--- config.mk ---
export PLATFORM = sky130hd
export DESIGN_NAME = sha1_message_hasher_flat
export DESIGN_NICKNAME = d
export VERILOG_FILES = /design/src/rtl/sha1mh_pkg.sv /design/src/rtl/sha1mh_if.sv /design/src/rtl/sha1_message_hasher.sv /design/src/rtl/sha1mh_queue.sv /design/src/rtl/sha1mh_front.sv /design/src/rtl/sha1mh_back.sv /design/src/flat_wrapper.sv
export SDC_FILE = /design/constraint.sdc
export NUM_CORES = 2
export LEC_CHECK = 0
export ABC_AREA = 0
export BUFFER_PORTS_ARGS = -buffer_cell sky130_fd_sc_hd__buf_2
export CAP_MARGIN = 10
export CORE_ASPECT_RATIO = 1.75
export CORE_MARGIN = 5
export CORE_UTILIZATION = 50
export CTS_CLUSTER_SIZE = 8
export DETAILED_ROUTE_END_ITERATION = 10
export PLACE_DENSITY = 0.69
export SLEW_MARGIN = 40
export SYNTH_ARGS = -nofsm -noshare
export SYNTH_HDL_FRONTEND = slang
export SYNTH_SLANG_ARGS = --single-unit
--- constraint.sdc ---
create_clock -name i_clk -period 10.78 [get_ports i_clk]
set_clock_uncertainty 0.15 [all_clocks]
set_input_delay 1.617 -clock i_clk [delete_from_list [all_inputs] [get_ports i_clk]]
set_output_delay 1.617 -clock i_clk [all_outputs]
set_load 0.05 [all_outputs]
--- src/rtl/sha1mh_pkg.sv ---
// package for the sha-1 message hasher: types, constants, round functions
// no dependencies
package sha1mh_pkg;
    localparam logic [31:0] K0 = 32'h5A827999;
    localparam logic [31:0] K1 = 32'h6ED9EBA1;
    localparam logic [31:0] K2 = 32'h8F1BBCDC;
    localparam logic [31:0] K3 = 32'hCA62C1D6;
    localparam logic [31:0] IV0 = 32'h67452301;
    localparam logic [31:0] IV1 = 32'hEFCDAB89;
    localparam logic [31:0] IV2 = 32'h98BADCFE;
    localparam logic [31:0] IV3 = 32'h10325476;
    localparam logic [31:0] IV4 = 32'hC3D2E1F0;
    localparam logic [7:0]  PAD_BYTE = 8'h80;
    localparam int unsigned LAST_INDEX = 4;

    typedef struct packed {
        logic [7:0] msg_byte;
        logic       byte_present;
        logic       end_of_message;
    } t_in_word;

    typedef struct packed {
        logic [31:0] digest_word;
        logic [2:0]  word_index;
        logic        last_word;
    } t_out_word;

    function automatic logic [31:0] round_f(input logic [6:0] r, input logic [31:0] b,
                                            input logic [31:0] c, input logic [31:0] d);
        logic [31:0] f;
        if (r < 7'd20)      f = (b & c) | (~b & d);
        else if (r < 7'd40) f = b ^ c ^ d;
        else if (r < 7'd60) f = (b & c) | (b & d) | (c & d);
        else                f = b ^ c ^ d;
        return f;
    endfunction

    function automatic logic [31:0] round_k(input logic [6:0] r);
        logic [31:0] k;
        if (r < 7'd20)      k = K0;
        else if (r < 7'd40) k = K1;
        else if (r < 7'd60) k = K2;
        else                k = K3;
        return k;
    endfunction
endpackage

--- src/rtl/sha1mh_if.sv ---
// valid/ready channel interfaces for the sha-1 message hasher
// no dependencies
interface sha1mh_in_if;
    logic valid;
    logic ready;
    logic [7:0] msg_byte;
    logic byte_present;
    logic end_of_message;
    modport source (output valid, msg_byte, byte_present, end_of_message, input ready);
    modport sink (input valid, msg_byte, byte_present, end_of_message, output ready);
endinterface

interface sha1mh_out_if;
    logic valid;
    logic ready;
    logic [31:0] digest_word;
    logic [2:0] word_index;
    logic last_word;
    modport source (output valid, digest_word, word_index, last_word, input ready);
    modport sink (input valid, digest_word, word_index, last_word, output ready);
endinterface

--- src/rtl/sha1_message_hasher.sv ---
// Streams a message one byte per word and returns its five-word SHA-1 digest.
// Each byte goes into the block buffer in the back end, and every full 64-byte
// block then compresses on the single round unit; closing a message adds padding
// and length, one compression, or two when the padding spills, the second on a
// zeroed block that carries the length, and then the five output words.
// A QUEUE_DEPTH-word queue (four by default) lets the input keep filling while a block compresses.
// depends on sha1mh_pkg, sha1mh_if, sha1mh_front, sha1mh_queue, sha1mh_back
module sha1_message_hasher #(
    parameter int QUEUE_DEPTH = 4
) (
    input  logic        i_clk,
    input  logic        i_rst_n,
    sha1mh_in_if.sink   in_ch,
    sha1mh_out_if.source out_ch
);
    logic full, empty, push, pop;
    sha1mh_pkg::t_in_word qin, qout;

    sha1mh_front u_front (.in_ch(in_ch), .i_full(full), .o_push(push), .o_data(qin));

    sha1mh_queue #(.DEPTH(QUEUE_DEPTH)) u_queue (
        .i_clk(i_clk), .i_rst_n(i_rst_n), .i_push(push), .i_data(qin), .o_full(full),
        .i_pop(pop), .o_data(qout), .o_empty(empty)
    );

    sha1mh_back u_back (
        .i_clk(i_clk), .i_rst_n(i_rst_n), .i_empty(empty), .i_data(qout), .o_pop(pop),
        .out_ch(out_ch)
    );
endmodule

--- src/rtl/sha1mh_queue.sv ---
// short word queue between the front and the back
// depends on sha1mh_pkg
module sha1mh_queue #(
    parameter int DEPTH = 4
) (
    input  logic                 i_clk,
    input  logic                 i_rst_n,
    input  logic                 i_push,
    input  sha1mh_pkg::t_in_word i_data,
    output logic                 o_full,
    input  logic                 i_pop,
    output sha1mh_pkg::t_in_word o_data,
    output logic                 o_empty
);
    localparam int AW = (DEPTH > 1) ? $clog2(DEPTH) : 1;
    sha1mh_pkg::t_in_word r_mem [DEPTH];
    logic [AW-1:0] r_wp, r_rp;
    logic [AW:0]   r_cnt;

    assign o_full  = (r_cnt == (AW+1)'(DEPTH));
    assign o_empty = (r_cnt == '0);
    assign o_data  = r_mem[r_rp];

    always_ff @(posedge i_clk) begin
        if (i_push) r_mem[r_wp] <= i_data;
    end

    always_ff @(posedge i_clk) begin
        if (!i_rst_n) begin
            r_wp <= '0;
            r_rp <= '0;
            r_cnt <= '0;
        end else begin
            if (i_push) r_wp <= (r_wp == AW'(DEPTH-1)) ? '0 : r_wp + 1'b1;
            if (i_pop)  r_rp <= (r_rp == AW'(DEPTH-1)) ? '0 : r_rp + 1'b1;
            r_cnt <= r_cnt + (AW+1)'(i_push) - (AW+1)'(i_pop);
        end
    end
endmodule

--- src/rtl/sha1mh_front.sv ---
// front: accepts input words, drops empty ones, pushes the rest into the queue
// depends on sha1mh_pkg, sha1mh_if
module sha1mh_front (
    sha1mh_in_if.sink            in_ch,
    input  logic                 i_full,
    output logic                 o_push,
    output sha1mh_pkg::t_in_word o_data
);
    assign in_ch.ready = !i_full;
    // a word with neither byte nor close does nothing
    assign o_push = in_ch.valid && !i_full && (in_ch.byte_present || in_ch.end_of_message);
    assign o_data = '{msg_byte: in_ch.msg_byte, byte_present: in_ch.byte_present,
                      end_of_message: in_ch.end_of_message};
endmodule

--- src/rtl/sha1mh_back.sv ---
// back: block buffer, message schedule, one sha-1 round per cycle, digest output
// depends on sha1mh_pkg, sha1mh_if
module sha1mh_back (
    input  logic                 i_clk,
    input  logic                 i_rst_n,
    input  logic                 i_empty,
    input  sha1mh_pkg::t_in_word i_data,
    output logic                 o_pop,
    sha1mh_out_if.source         out_ch
);
    typedef enum logic [2:0] {
        S_TAKE, S_PAD, S_ZERO, S_LEN, S_ROUND, S_OUT
    } t_state;

    t_state       r_state;
    logic [31:0]  r_w [16];
    logic [31:0]  r_h [5];
    logic [31:0]  r_a, r_b, r_c, r_d, r_e;
    logic [63:0]  r_cnt;
    logic [6:0]   r_rnd;
    logic [3:0]   r_wi;
    logic         r_final;   // compression ends the message
    logic         r_more;    // padding spilled, one more zero block follows
    logic         r_pad_after;  // message closes right after this full block
    logic [2:0]   r_oi;
    logic         r_ov;
    logic [31:0]  r_od;

    logic [5:0]  pos;
    logic [3:0]  pwi;
    logic [4:0]  sh;
    logic [31:0] wt, wn, tsum;

    assign pos = r_cnt[5:0];
    assign pwi = pos[5:2];
    assign sh  = {~pos[1:0], 3'b000};
    assign wt  = r_w[0];
    assign wn  = r_w[13] ^ r_w[8] ^ r_w[2] ^ r_w[0];
    assign tsum = {r_a[26:0], r_a[31:27]} + sha1mh_pkg::round_f(r_rnd, r_b, r_c, r_d)
                + r_e + sha1mh_pkg::round_k(r_rnd) + wt;

    assign o_pop = (r_state == S_TAKE) && !i_empty;
    assign out_ch.valid = r_ov;
    assign out_ch.digest_word = r_od;
    assign out_ch.word_index = r_oi;
    assign out_ch.last_word = (r_oi == 3'(sha1mh_pkg::LAST_INDEX));

    always_ff @(posedge i_clk) begin
        if (!i_rst_n) begin
            r_state <= S_TAKE;
            r_h <= '{sha1mh_pkg::IV0, sha1mh_pkg::IV1, sha1mh_pkg::IV2,
                     sha1mh_pkg::IV3, sha1mh_pkg::IV4};
            r_cnt <= '0;
            r_rnd <= '0;
            r_wi <= '0;
            r_final <= 1'b0;
            r_more <= 1'b0;
            r_pad_after <= 1'b0;
            r_oi <= '0;
            r_ov <= 1'b0;
        end else begin
            unique case (r_state)
                S_TAKE: begin
                    if (!i_empty) begin
                        if (i_data.byte_present) begin
                            if (pos[1:0] == 2'd0) r_w[pwi] <= {24'd0, i_data.msg_byte} << sh;
                            else r_w[pwi] <= r_w[pwi] | ({24'd0, i_data.msg_byte} << sh);
                            r_cnt <= r_cnt + 64'd1;
                        end
                        if (i_data.byte_present && pos == 6'd63) begin
                            r_state <= S_ROUND;
                            r_final <= 1'b0;
                            r_more <= 1'b0;
                            r_pad_after <= i_data.end_of_message;
                            r_rnd <= '0;
                            {r_a, r_b, r_c, r_d, r_e} <= {r_h[0], r_h[1], r_h[2], r_h[3], r_h[4]};
                        end else if (i_data.end_of_message) begin
                            r_state <= S_PAD;
                        end
                    end
                end
                S_PAD: begin
                    if (pos[1:0] == 2'd0) r_w[pwi] <= {24'd0, sha1mh_pkg::PAD_BYTE} << sh;
                    else r_w[pwi] <= r_w[pwi] | ({24'd0, sha1mh_pkg::PAD_BYTE} << sh);
                    r_wi <= pwi + 4'd1;
                    r_more <= (pos >= 6'd56);
                    r_state <= (pwi == 4'd15) ? (pos >= 6'd56 ? S_LEN : S_LEN) : S_ZERO;
                end
                S_ZERO: begin
                    // clear the rest of the block one word per cycle
                    r_w[r_wi] <= '0;
                    r_wi <= r_wi + 4'd1;
                    if (r_wi == 4'd15) r_state <= S_LEN;
                end
                S_LEN: begin
                    if (r_more) begin
                        r_final <= 1'b0;
                    end else begin
                        r_w[14] <= r_cnt[60:29];
                        r_w[15] <= {r_cnt[28:0], 3'b000};
                        r_final <= 1'b1;
                    end
                    r_state <= S_ROUND;
                    r_pad_after <= 1'b0;
                    r_rnd <= '0;
                    {r_a, r_b, r_c, r_d, r_e} <= {r_h[0], r_h[1], r_h[2], r_h[3], r_h[4]};
                end
                S_ROUND: begin
                    // schedule shifts through the 16-word window
                    for (int i = 0; i < 15; i++) r_w[i] <= r_w[i+1];
                    r_w[15] <= {wn[30:0], wn[31]};
                    r_e <= r_d;
                    r_d <= r_c;
                    r_c <= {r_b[1:0], r_b[31:2]};
                    r_b <= r_a;
                    r_a <= tsum;
                    r_rnd <= r_rnd + 7'd1;
                    if (r_rnd == 7'd79) begin
                        r_h[0] <= r_h[0] + tsum;
                        r_h[1] <= r_h[1] + r_a;
                        r_h[2] <= r_h[2] + {r_b[1:0], r_b[31:2]};
                        r_h[3] <= r_h[3] + r_c;
                        r_h[4] <= r_h[4] + r_d;
                        if (r_final) begin
                            r_state <= S_OUT;
                            r_oi <= '0;
                        end else if (r_more) begin
                            r_more <= 1'b0;
                            r_wi <= '0;
                            r_state <= S_ZERO;
                        end else if (r_pad_after) begin
                            r_state <= S_PAD;
                        end else begin
                            r_state <= S_TAKE;
                        end
                    end
                end
                S_OUT: begin
                    if (!r_ov) begin
                        r_ov <= 1'b1;
                        r_od <= r_h[r_oi];
                    end else if (out_ch.ready) begin
                        if (r_oi == 3'(sha1mh_pkg::LAST_INDEX)) begin
                            r_ov <= 1'b0;
                            r_oi <= '0;
                            r_cnt <= '0;
                            r_h <= '{sha1mh_pkg::IV0, sha1mh_pkg::IV1, sha1mh_pkg::IV2,
                                     sha1mh_pkg::IV3, sha1mh_pkg::IV4};
                            r_state <= S_TAKE;
                        end else begin
                            r_oi <= r_oi + 3'd1;
                            r_od <= r_h[r_oi + 3'd1];
                        end
                    end
                end
                default: r_state <= S_TAKE;
            endcase
        end
    end
endmodule

--- src/flat_wrapper.sv ---
// flat-port wrapper written by rule: the top's interface ports become plain ports
module sha1_message_hasher_flat 
#(
    parameter int QUEUE_DEPTH = 4
)
  (i_clk, i_rst_n, in_ch_valid, in_ch_msg_byte, in_ch_byte_present, in_ch_end_of_message, in_ch_ready, out_ch_valid, out_ch_digest_word, out_ch_word_index, out_ch_last_word, out_ch_ready);
  sha1mh_in_if in_ch_i ();
  sha1mh_out_if out_ch_i ();
  input  logic i_clk;
  input  logic i_rst_n;
  input wire logic [$bits(in_ch_i.valid)-1:0] in_ch_valid;
  input wire logic [$bits(in_ch_i.msg_byte)-1:0] in_ch_msg_byte;
  input wire logic [$bits(in_ch_i.byte_present)-1:0] in_ch_byte_present;
  input wire logic [$bits(in_ch_i.end_of_message)-1:0] in_ch_end_of_message;
  output wire logic [$bits(in_ch_i.ready)-1:0] in_ch_ready;
  output wire logic [$bits(out_ch_i.valid)-1:0] out_ch_valid;
  output wire logic [$bits(out_ch_i.digest_word)-1:0] out_ch_digest_word;
  output wire logic [$bits(out_ch_i.word_index)-1:0] out_ch_word_index;
  output wire logic [$bits(out_ch_i.last_word)-1:0] out_ch_last_word;
  input wire logic [$bits(out_ch_i.ready)-1:0] out_ch_ready;
  assign in_ch_i.valid = in_ch_valid;
  assign in_ch_i.msg_byte = in_ch_msg_byte;
  assign in_ch_i.byte_present = in_ch_byte_present;
  assign in_ch_i.end_of_message = in_ch_end_of_message;
  assign in_ch_ready = in_ch_i.ready;
  assign out_ch_valid = out_ch_i.valid;
  assign out_ch_digest_word = out_ch_i.digest_word;
  assign out_ch_word_index = out_ch_i.word_index;
  assign out_ch_last_word = out_ch_i.last_word;
  assign out_ch_i.ready = out_ch_ready;
  sha1_message_hasher #(.QUEUE_DEPTH(QUEUE_DEPTH)) u_core (.i_clk(i_clk), .i_rst_n(i_rst_n), .in_ch(in_ch_i), .out_ch(out_ch_i));
endmodule
# After elaboration in Yosys (flattened, before gate mapping)
# Memory sizes are Yosys's and may differ from the RTL's. A register that Yosys moved wholly into a read port is not among the register bits.
# Index checks and enable logic that the tools add are counted.
totals:
  regBits: 444
  mem_bits_rw: 552
  inputBits: 14
  wordCells: 255
  n_memories: 2
op_classes:
  add_sub_neg: 18
  order_cmp: 6
  eq_ne: 27
  shifts: 2
  mux: 126
  bitwise_logic: 23
  reduce_logical: 28
memory_table:
  columns: ["name", "depth", "width", "rd", "rd_ports_with_merged_regs", "wr", "line_no", "source"]
  rows:
  - ["u_core.u_back.r_w", 16, 32, 17, 1, 16, "sha1mh_back.sv:16", "logic [31:0] r_w [16];"]
  - ["u_core.u_queue.r_mem", 4, 10, 1, 1, 1, "sha1mh_queue.sv:16", "sha1mh_pkg::t_in_word r_mem [DEPTH];"]
op_table:
  columns: ["operator", "count"]
  rows:
  - ["$mux 32", 29]
  - ["$mux 160", 4]
  - ["$pmux 32 s3", 5]
  - ["$mux 64", 5]
  - ["$pmux 160 s2", 1]
  - ["$add 32x32->32", 9]
  - ["$bmux 32 s3", 2]
  - ["$or 32x32->32", 5]
  - ["$xor 32x32->32", 5]
  - ["$and 32x32->32", 4]
  - ["$pmux 64 s2", 1]
  - ["$add 64x1->64 const B", 1]
  - ["$reduce_or 32->1", 2]
  - ["$mux 1", 43]
  - ["$mux 3", 14]
  - ["$not 32->32", 1]
  - ["$shl 8x5->32", 1]
  - ["$shl 8x5->32 const A", 1]
  - ["$mux 31", 1]
  - ["$mux 4", 7]
  - ["$ne 2x2->1 const B", 12]
  - ["$pmux 7 s3", 1]
  - ["$pmux 3 s6", 1]
  - ["$reduce_and 5->1", 3]
  - ["other kinds (39)", 72]

# Longest topological paths before layout
logic_depth:
  depth_word: 13
  mapped_depth: 38

# Hierarchy
# From an unflattened synthesis, not the netlist that was laid out.
unflattened:
  cells_unflattened: 5280
  hier_area_um2: 59116.7
by_module_without_submodules:
  columns: ["mod", "instances", "cells_per_inst", "area_each_um2"]
  rows:
  - ["sha1mh_back", 1, 5173, 57133.5]
  - ["sha1mh_queue", 1, 95, 1894.3]
  - ["sha1mh_front", 1, 12, 88.8]

# Worst setup path before layout
# Ideal clock, no wire load.
synth_timing:
  path_kind: "register -> register"
  from: "reg u_core.u_back.r_rnd[4]"
  to: "reg u_core.u_back.r_h[159] (netlist bit)"
  setup_time_ps: 115
  arrival_time_ps: 7562
  t_required_ps: 10515
  setup_slack_ps: 2953
  path_stages_with_launch: 38
  n_path_buf: 2
  period_less_slack_ps: 7827
  path_cell_list: "dfxtp_1 -> clkbuf_1 -> o21ai_0 -> nor2b_1 -> inv_1 -> nor2_1 -> nor2_1 -> inv_1 -> clkbuf_1 -> a222oi_1 -> fa_1 -> inv_1 -> fa_1 -> inv_1 -> fa_1 -> inv_1 -> ha_1 -> nor2b_1 -> (+2 left out) -> a21oi_1 -> a21o_1 -> a21o_1 -> a21o_1 -> a21o_1 -> a21oi_1 -> o21bai_1 -> xor2_1 -> ha_1 -> a21o_1 -> a21oi_1 -> o211ai_1 -> o31a_1 -> nand4_1 -> a31oi_1 -> xnor2_1 -> o211ai_1 -> nor2b_1"
synth_between:
  elab_chain_len: 11
synth_lines:
  columns: ["element", "line_no", "source"]
  rows:
  - ["from (decl)", "sha1mh_back.sv:20", "logic [6:0] r_rnd;"]
  - ["from (signal assigned)", "sha1mh_back.sv:117", "r_rnd <= r_rnd + 7'd1;"]
  - ["$lt 7x6->1", "sha1mh_pkg.sv:33, sha1mh_pkg.sv:42", null]
  - ["$mux 32", "sha1mh_pkg.sv:33", "else if (r < 7'd60) f = (b & c) | (b & d) | (c & d);"]
  - ["$mux 32", "sha1mh_pkg.sv:32", "else if (r < 7'd40) f = b ^ c ^ d;"]
  - ["$mux 32", "sha1mh_pkg.sv:31", "if (r < 7'd20) f = (b & c) | (~b & d);"]
  - ["$add 32x32->32", "sha1mh_back.sv:39", "assign tsum = {r_a[26:0], r_a[31:27]} + sha1mh_pkg::round_f(r_rnd, r_b, r_c, r_d)"]
  - ["$add 32x32->32 (3 in series)", "sha1mh_back.sv:40", "+ r_e + sha1mh_pkg::round_k(r_rnd) + wt;"]
  - ["$add 32x32->32", "sha1mh_back.sv:119", "r_h[0] <= r_h[0] + tsum;"]
  - ["$mux 160", "sha1mh_back.sv:118", "if (r_rnd == 7'd79) begin"]
  - ["$pmux 160 s2", "sha1mh_back.sv:62", "unique case (r_state)"]
  - ["to (signal assigned)", "sha1mh_back.sv:51", "r_h <= '{sha1mh_pkg::IV0, sha1mh_pkg::IV1, sha1mh_pkg::IV2,"]
  - ["to (signal assigned)", "sha1mh_back.sv:147", "r_h <= '{sha1mh_pkg::IV0, sha1mh_pkg::IV1, sha1mh_pkg::IV2,"]
  - ["to (decl)", "sha1mh_back.sv:17", "logic [31:0] r_h [5];"]
# Several ways; a longest one is shown, not always the timed one. The select of a mux whose other input is x is not followed.
# A chain may end at the register's enable or synchronous reset.

# Worst setup path after layout
layout_timing:
  from: "reg u_core.u_back.r_rnd[3]"
  to: "reg u_core.u_back.r_h[159] (netlist bit)"
# The elaborated chain is that of the path after synthesis.

==> flow_summary.yaml <==
run_status:
  outcome: "completed"
grt:
  grt_pass1_vias: 44000
  gr-total-overflow: 0
  grt_max_degree: 215
  grt_pass1_wl_um: 275000
  groute.usage.overall_pct: 29.0
  antenna_found_initial: 7
worst_hold_path:
  holdPathEnd: "u_core.u_back.r_h[26]"
  hp-class: "flip-flop to flip-flop"
  hold_path_depth: 2
  hold_path_startpoint: "u_core.u_back.r_h[26]"
logic_synthesis:
  ys_types: 93
  syn_inst: 5284
  avgSynthCellArea_um2: 11.1
  seq_area_frac_synth_pct: 46.7
  ys.flop_type: "edfxtp_1"
  async_flop_share_pct: 0
  synth-edff-count: 744
  syn_nets: 5634
  ys_warn_count: 0
  syn_area_um2: 58800
  ys_ff_latch: 999
clock_tree:
  holdBufCountCts: 0
  clk_pin_slew_ns: 0.06
  max-clock-path-buffers: 3
  cts_inserted_buffers: 143
  clock-root-buffer: "clkbuf_16"
  cts_sinks: 999
  post_cts_resized: 0
  cts_setup_buffers: 0
  cts_tree: "done"
  clock_latency_ns: 0.79
  h-tree-depth: 4
cells_and_area:
  nets: 5623
  final_common_cell: "nand2_1"
  final_area_um2: 65400
  layout_common_cells: "nand2_1, edfxtp_1, a21o_1"
  drive_gt1_share_pct: 12.2
  fill_cells: 9730
  area.growth.synth_to_final_pct: 11.3
placement:
  gp_congestion: 0.948
  portBuffers: 51
  dp_hpwl_um: 128000
  dpl_cell_area_um2: 61100
sta:
  rsz0062_at_grt: "false"
  min_period_over_period_pct: 85.1
  fin_tns_setup_ns: 0
  fmax_ghz: 0.109
  min_period_ns: 9.18
  finalMaxSlewViolations: 0
  hold_violations: 0
  tightest_slew_ns: 0.892
  relSlewSlack_pct: 40.4
  setup_viol: 0
floorplan:
  ios: 52
  dieArea_um2: 125000
  die_w_um: 269
  initial_utilization_pct: 50.3
  dieHeight_um: 464
  core-area_um2: 117000
  rows: 166
drt:
  drtIter0Drc: 4286
  wl_per_cell_um: 26.8
  wirelength_um: 185000
  antenna_left: 0
  vias: 43200
  drt-pass1-iter-count: 7
  via_per_inst: 6.27
  post-route-drc-count: 0
critical_path:
  crit_arrival_ns: 9.69
  r2r_setup_slack_ns: 1.60
  cpMaxStageDelayCell: "a221oi_1"
  reg2reg_from: "u_core.u_back.r_rnd[3]"
  path_max_fanout: 12
  crit_path_frequent_cell: "inv_1"
  crit_path_start_kind: "flip-flop"
  r2r-end: "u_core.u_back.r_h[159]"
  cpPeakStageDelay_ns: 0.59
  reg2reg_depth: 33
  required_ns: 11.29
  end_kind: "flip-flop"
  criticalPathCategory: "flip-flop to flip-flop"
pwr:
  power_density_nw_per_um2: 244
  p_leak_nw: 27.4
  peakVddDrop_mv: 0.175
  power_mw: 16.0
job:
  maxCapViolations: 0
synthesized netlist by cell type (all sizes together), types with 30 or more instances:
cell type | instances | area, µm²
and2 | 30 | 190
fa | 126 | 2520
nor2 | 236 | 910
nand3 | 45 | 225
dfxtp | 255 | 5100
a22oi | 156 | 1170
xor2 | 131 | 1150
nor3 | 35 | 180
buf | 71 | 329
a21oi | 213 | 1080
mux4 | 234 | 5300
nor2b | 86 | 546
xnor2 | 183 | 1600
o22ai | 54 | 338
inv | 277 | 1040
a21o | 464 | 3480
o21ai | 214 | 1070
ha | 210 | 2630
o21a | 38 | 285
edfxtp | 744 | 22300
clkbuf | 224 | 842
nand2 | 851 | 3200
power breakdown:
| part | leakage (nW) | internal (mW) | switching, mW | total [mW] |
|---|---|---|---|---|
| Combinational | 16.5 | 2.68 | 4.02 | 6.69 |
| Sequential | 8.86 | 4.69 | 0.256 | 4.95 |
| Clock | 2.03 | 2.55 | 1.80 | 4.35 |
registers in the layout, summed over array words and instances, names as in the netlist, 2 cells and up, named ones only:
signal                            flops
u_core.u_queue.r_rp                   2
u_core.u_queue.r_mem                 40
u_core.u_queue.r_wp                   2
u_core.u_back.out_ch.word_index       3
u_core.u_back.r_rnd                   7
u_core.u_back.r_cnt                  61
u_core.u_back.r_h                   160
u_core.u_back.r_w                   512
u_core.u_back.r_state                 3
u_core.u_back.r_b                    32
u_core.u_back.r_a                    32
u_core.u_queue.r_cnt                  3
u_core.u_back.out_ch.digest_word     32
u_core.u_back.r_e                    32
u_core.u_back.r_c                    32
u_core.u_back.r_wi                    4
u_core.u_back.r_d                    32
worst max-delay path: cells and delay by family, from the launching register on:
kind	cells	cell delay, ns
simple gates	7	1.18
flops	1	0.37
fa+ha+maj	5	2.21
xor+xnor	2	0.46
compound gates	14	3.64
buf+inv	5	1.02
routing by layer:
layer,vias to the layer above,GRT usage [%],share of wire (%)
met3,480,4.22,6.1
met2,1825,52.9,52
met4,4,17.1,6.9
li1,19300,-,-
met5,-,0,0.010
met1,21600,32.1,35
cell families after synthesis:
| group | count (synthesis) | share of synthesized area (%) |
|---|---|---|
| fa+ha+maj | 336 | 8.76 |
| flops | 999 | 46.7 |
| compound gates | 1343 | 15.6 |
| mux | 276 | 9.76 |
| buf+inv | 572 | 3.76 |
| xor+xnor | 314 | 4.68 |
| simple gates | 1444 | 10.8 |
worst max path at each step:
stage | from | endpoint | slack [ns]
after floorplan | u_core.u_back.r_rnd[4] | u_core.u_back.r_h[159] | 2.95
after CTS | u_core.u_back.r_rnd[3] | u_core.u_back.r_h[158] | 1.36
after global routing | u_core.u_back.r_rnd[4] | u_core.u_back.r_h[159] | 1.09
final | u_core.u_back.r_rnd[3] | u_core.u_back.r_h[159] | 1.60
after global placement | u_core.u_back.r_rnd[3] | u_core.u_back.r_h[158] | 1.52
after detailed placement | u_core.u_back.r_rnd[3] | u_core.u_back.r_h[158] | 1.39
final cells by class:
class                           count  area (µm²)  area share [%]
Antenna cell                        6        15.0          0.0229
Clock buffer                      243        4030            6.15
Clock inverter                     13         249           0.381
Inverter                          277        1040            1.59
Multi-Input combinational cell   3713       29600            45.2
Sequential cell                   999       27500            42.0
Tap cell                         1512        1890            2.89
Timing Repair Buffer              139        1170            1.79
through the flow:
| step | utilization, % | cells | setup WS (ns) | hold WS, ns |
|---|---|---|---|---|
| 2_1_floorplan | - | 5284 | 2.95 | 0.316 |
| 3_5_place_dp | 52.2 | 6637 | 1.39 | 0.339 |
| 5_1_grt | 55.9 | 6900 | 1.09 | 0.378 |
| 3_3_place_gp | 51.9 | 6624 | 1.52 | 0.331 |
| 4_1_cts | 55.9 | 6893 | 1.36 | 0.349 |
| 6_report | 56.0 | 6902 | 1.60 | 0.355 |
Note: power is estimated with default switching activity, not from simulation.
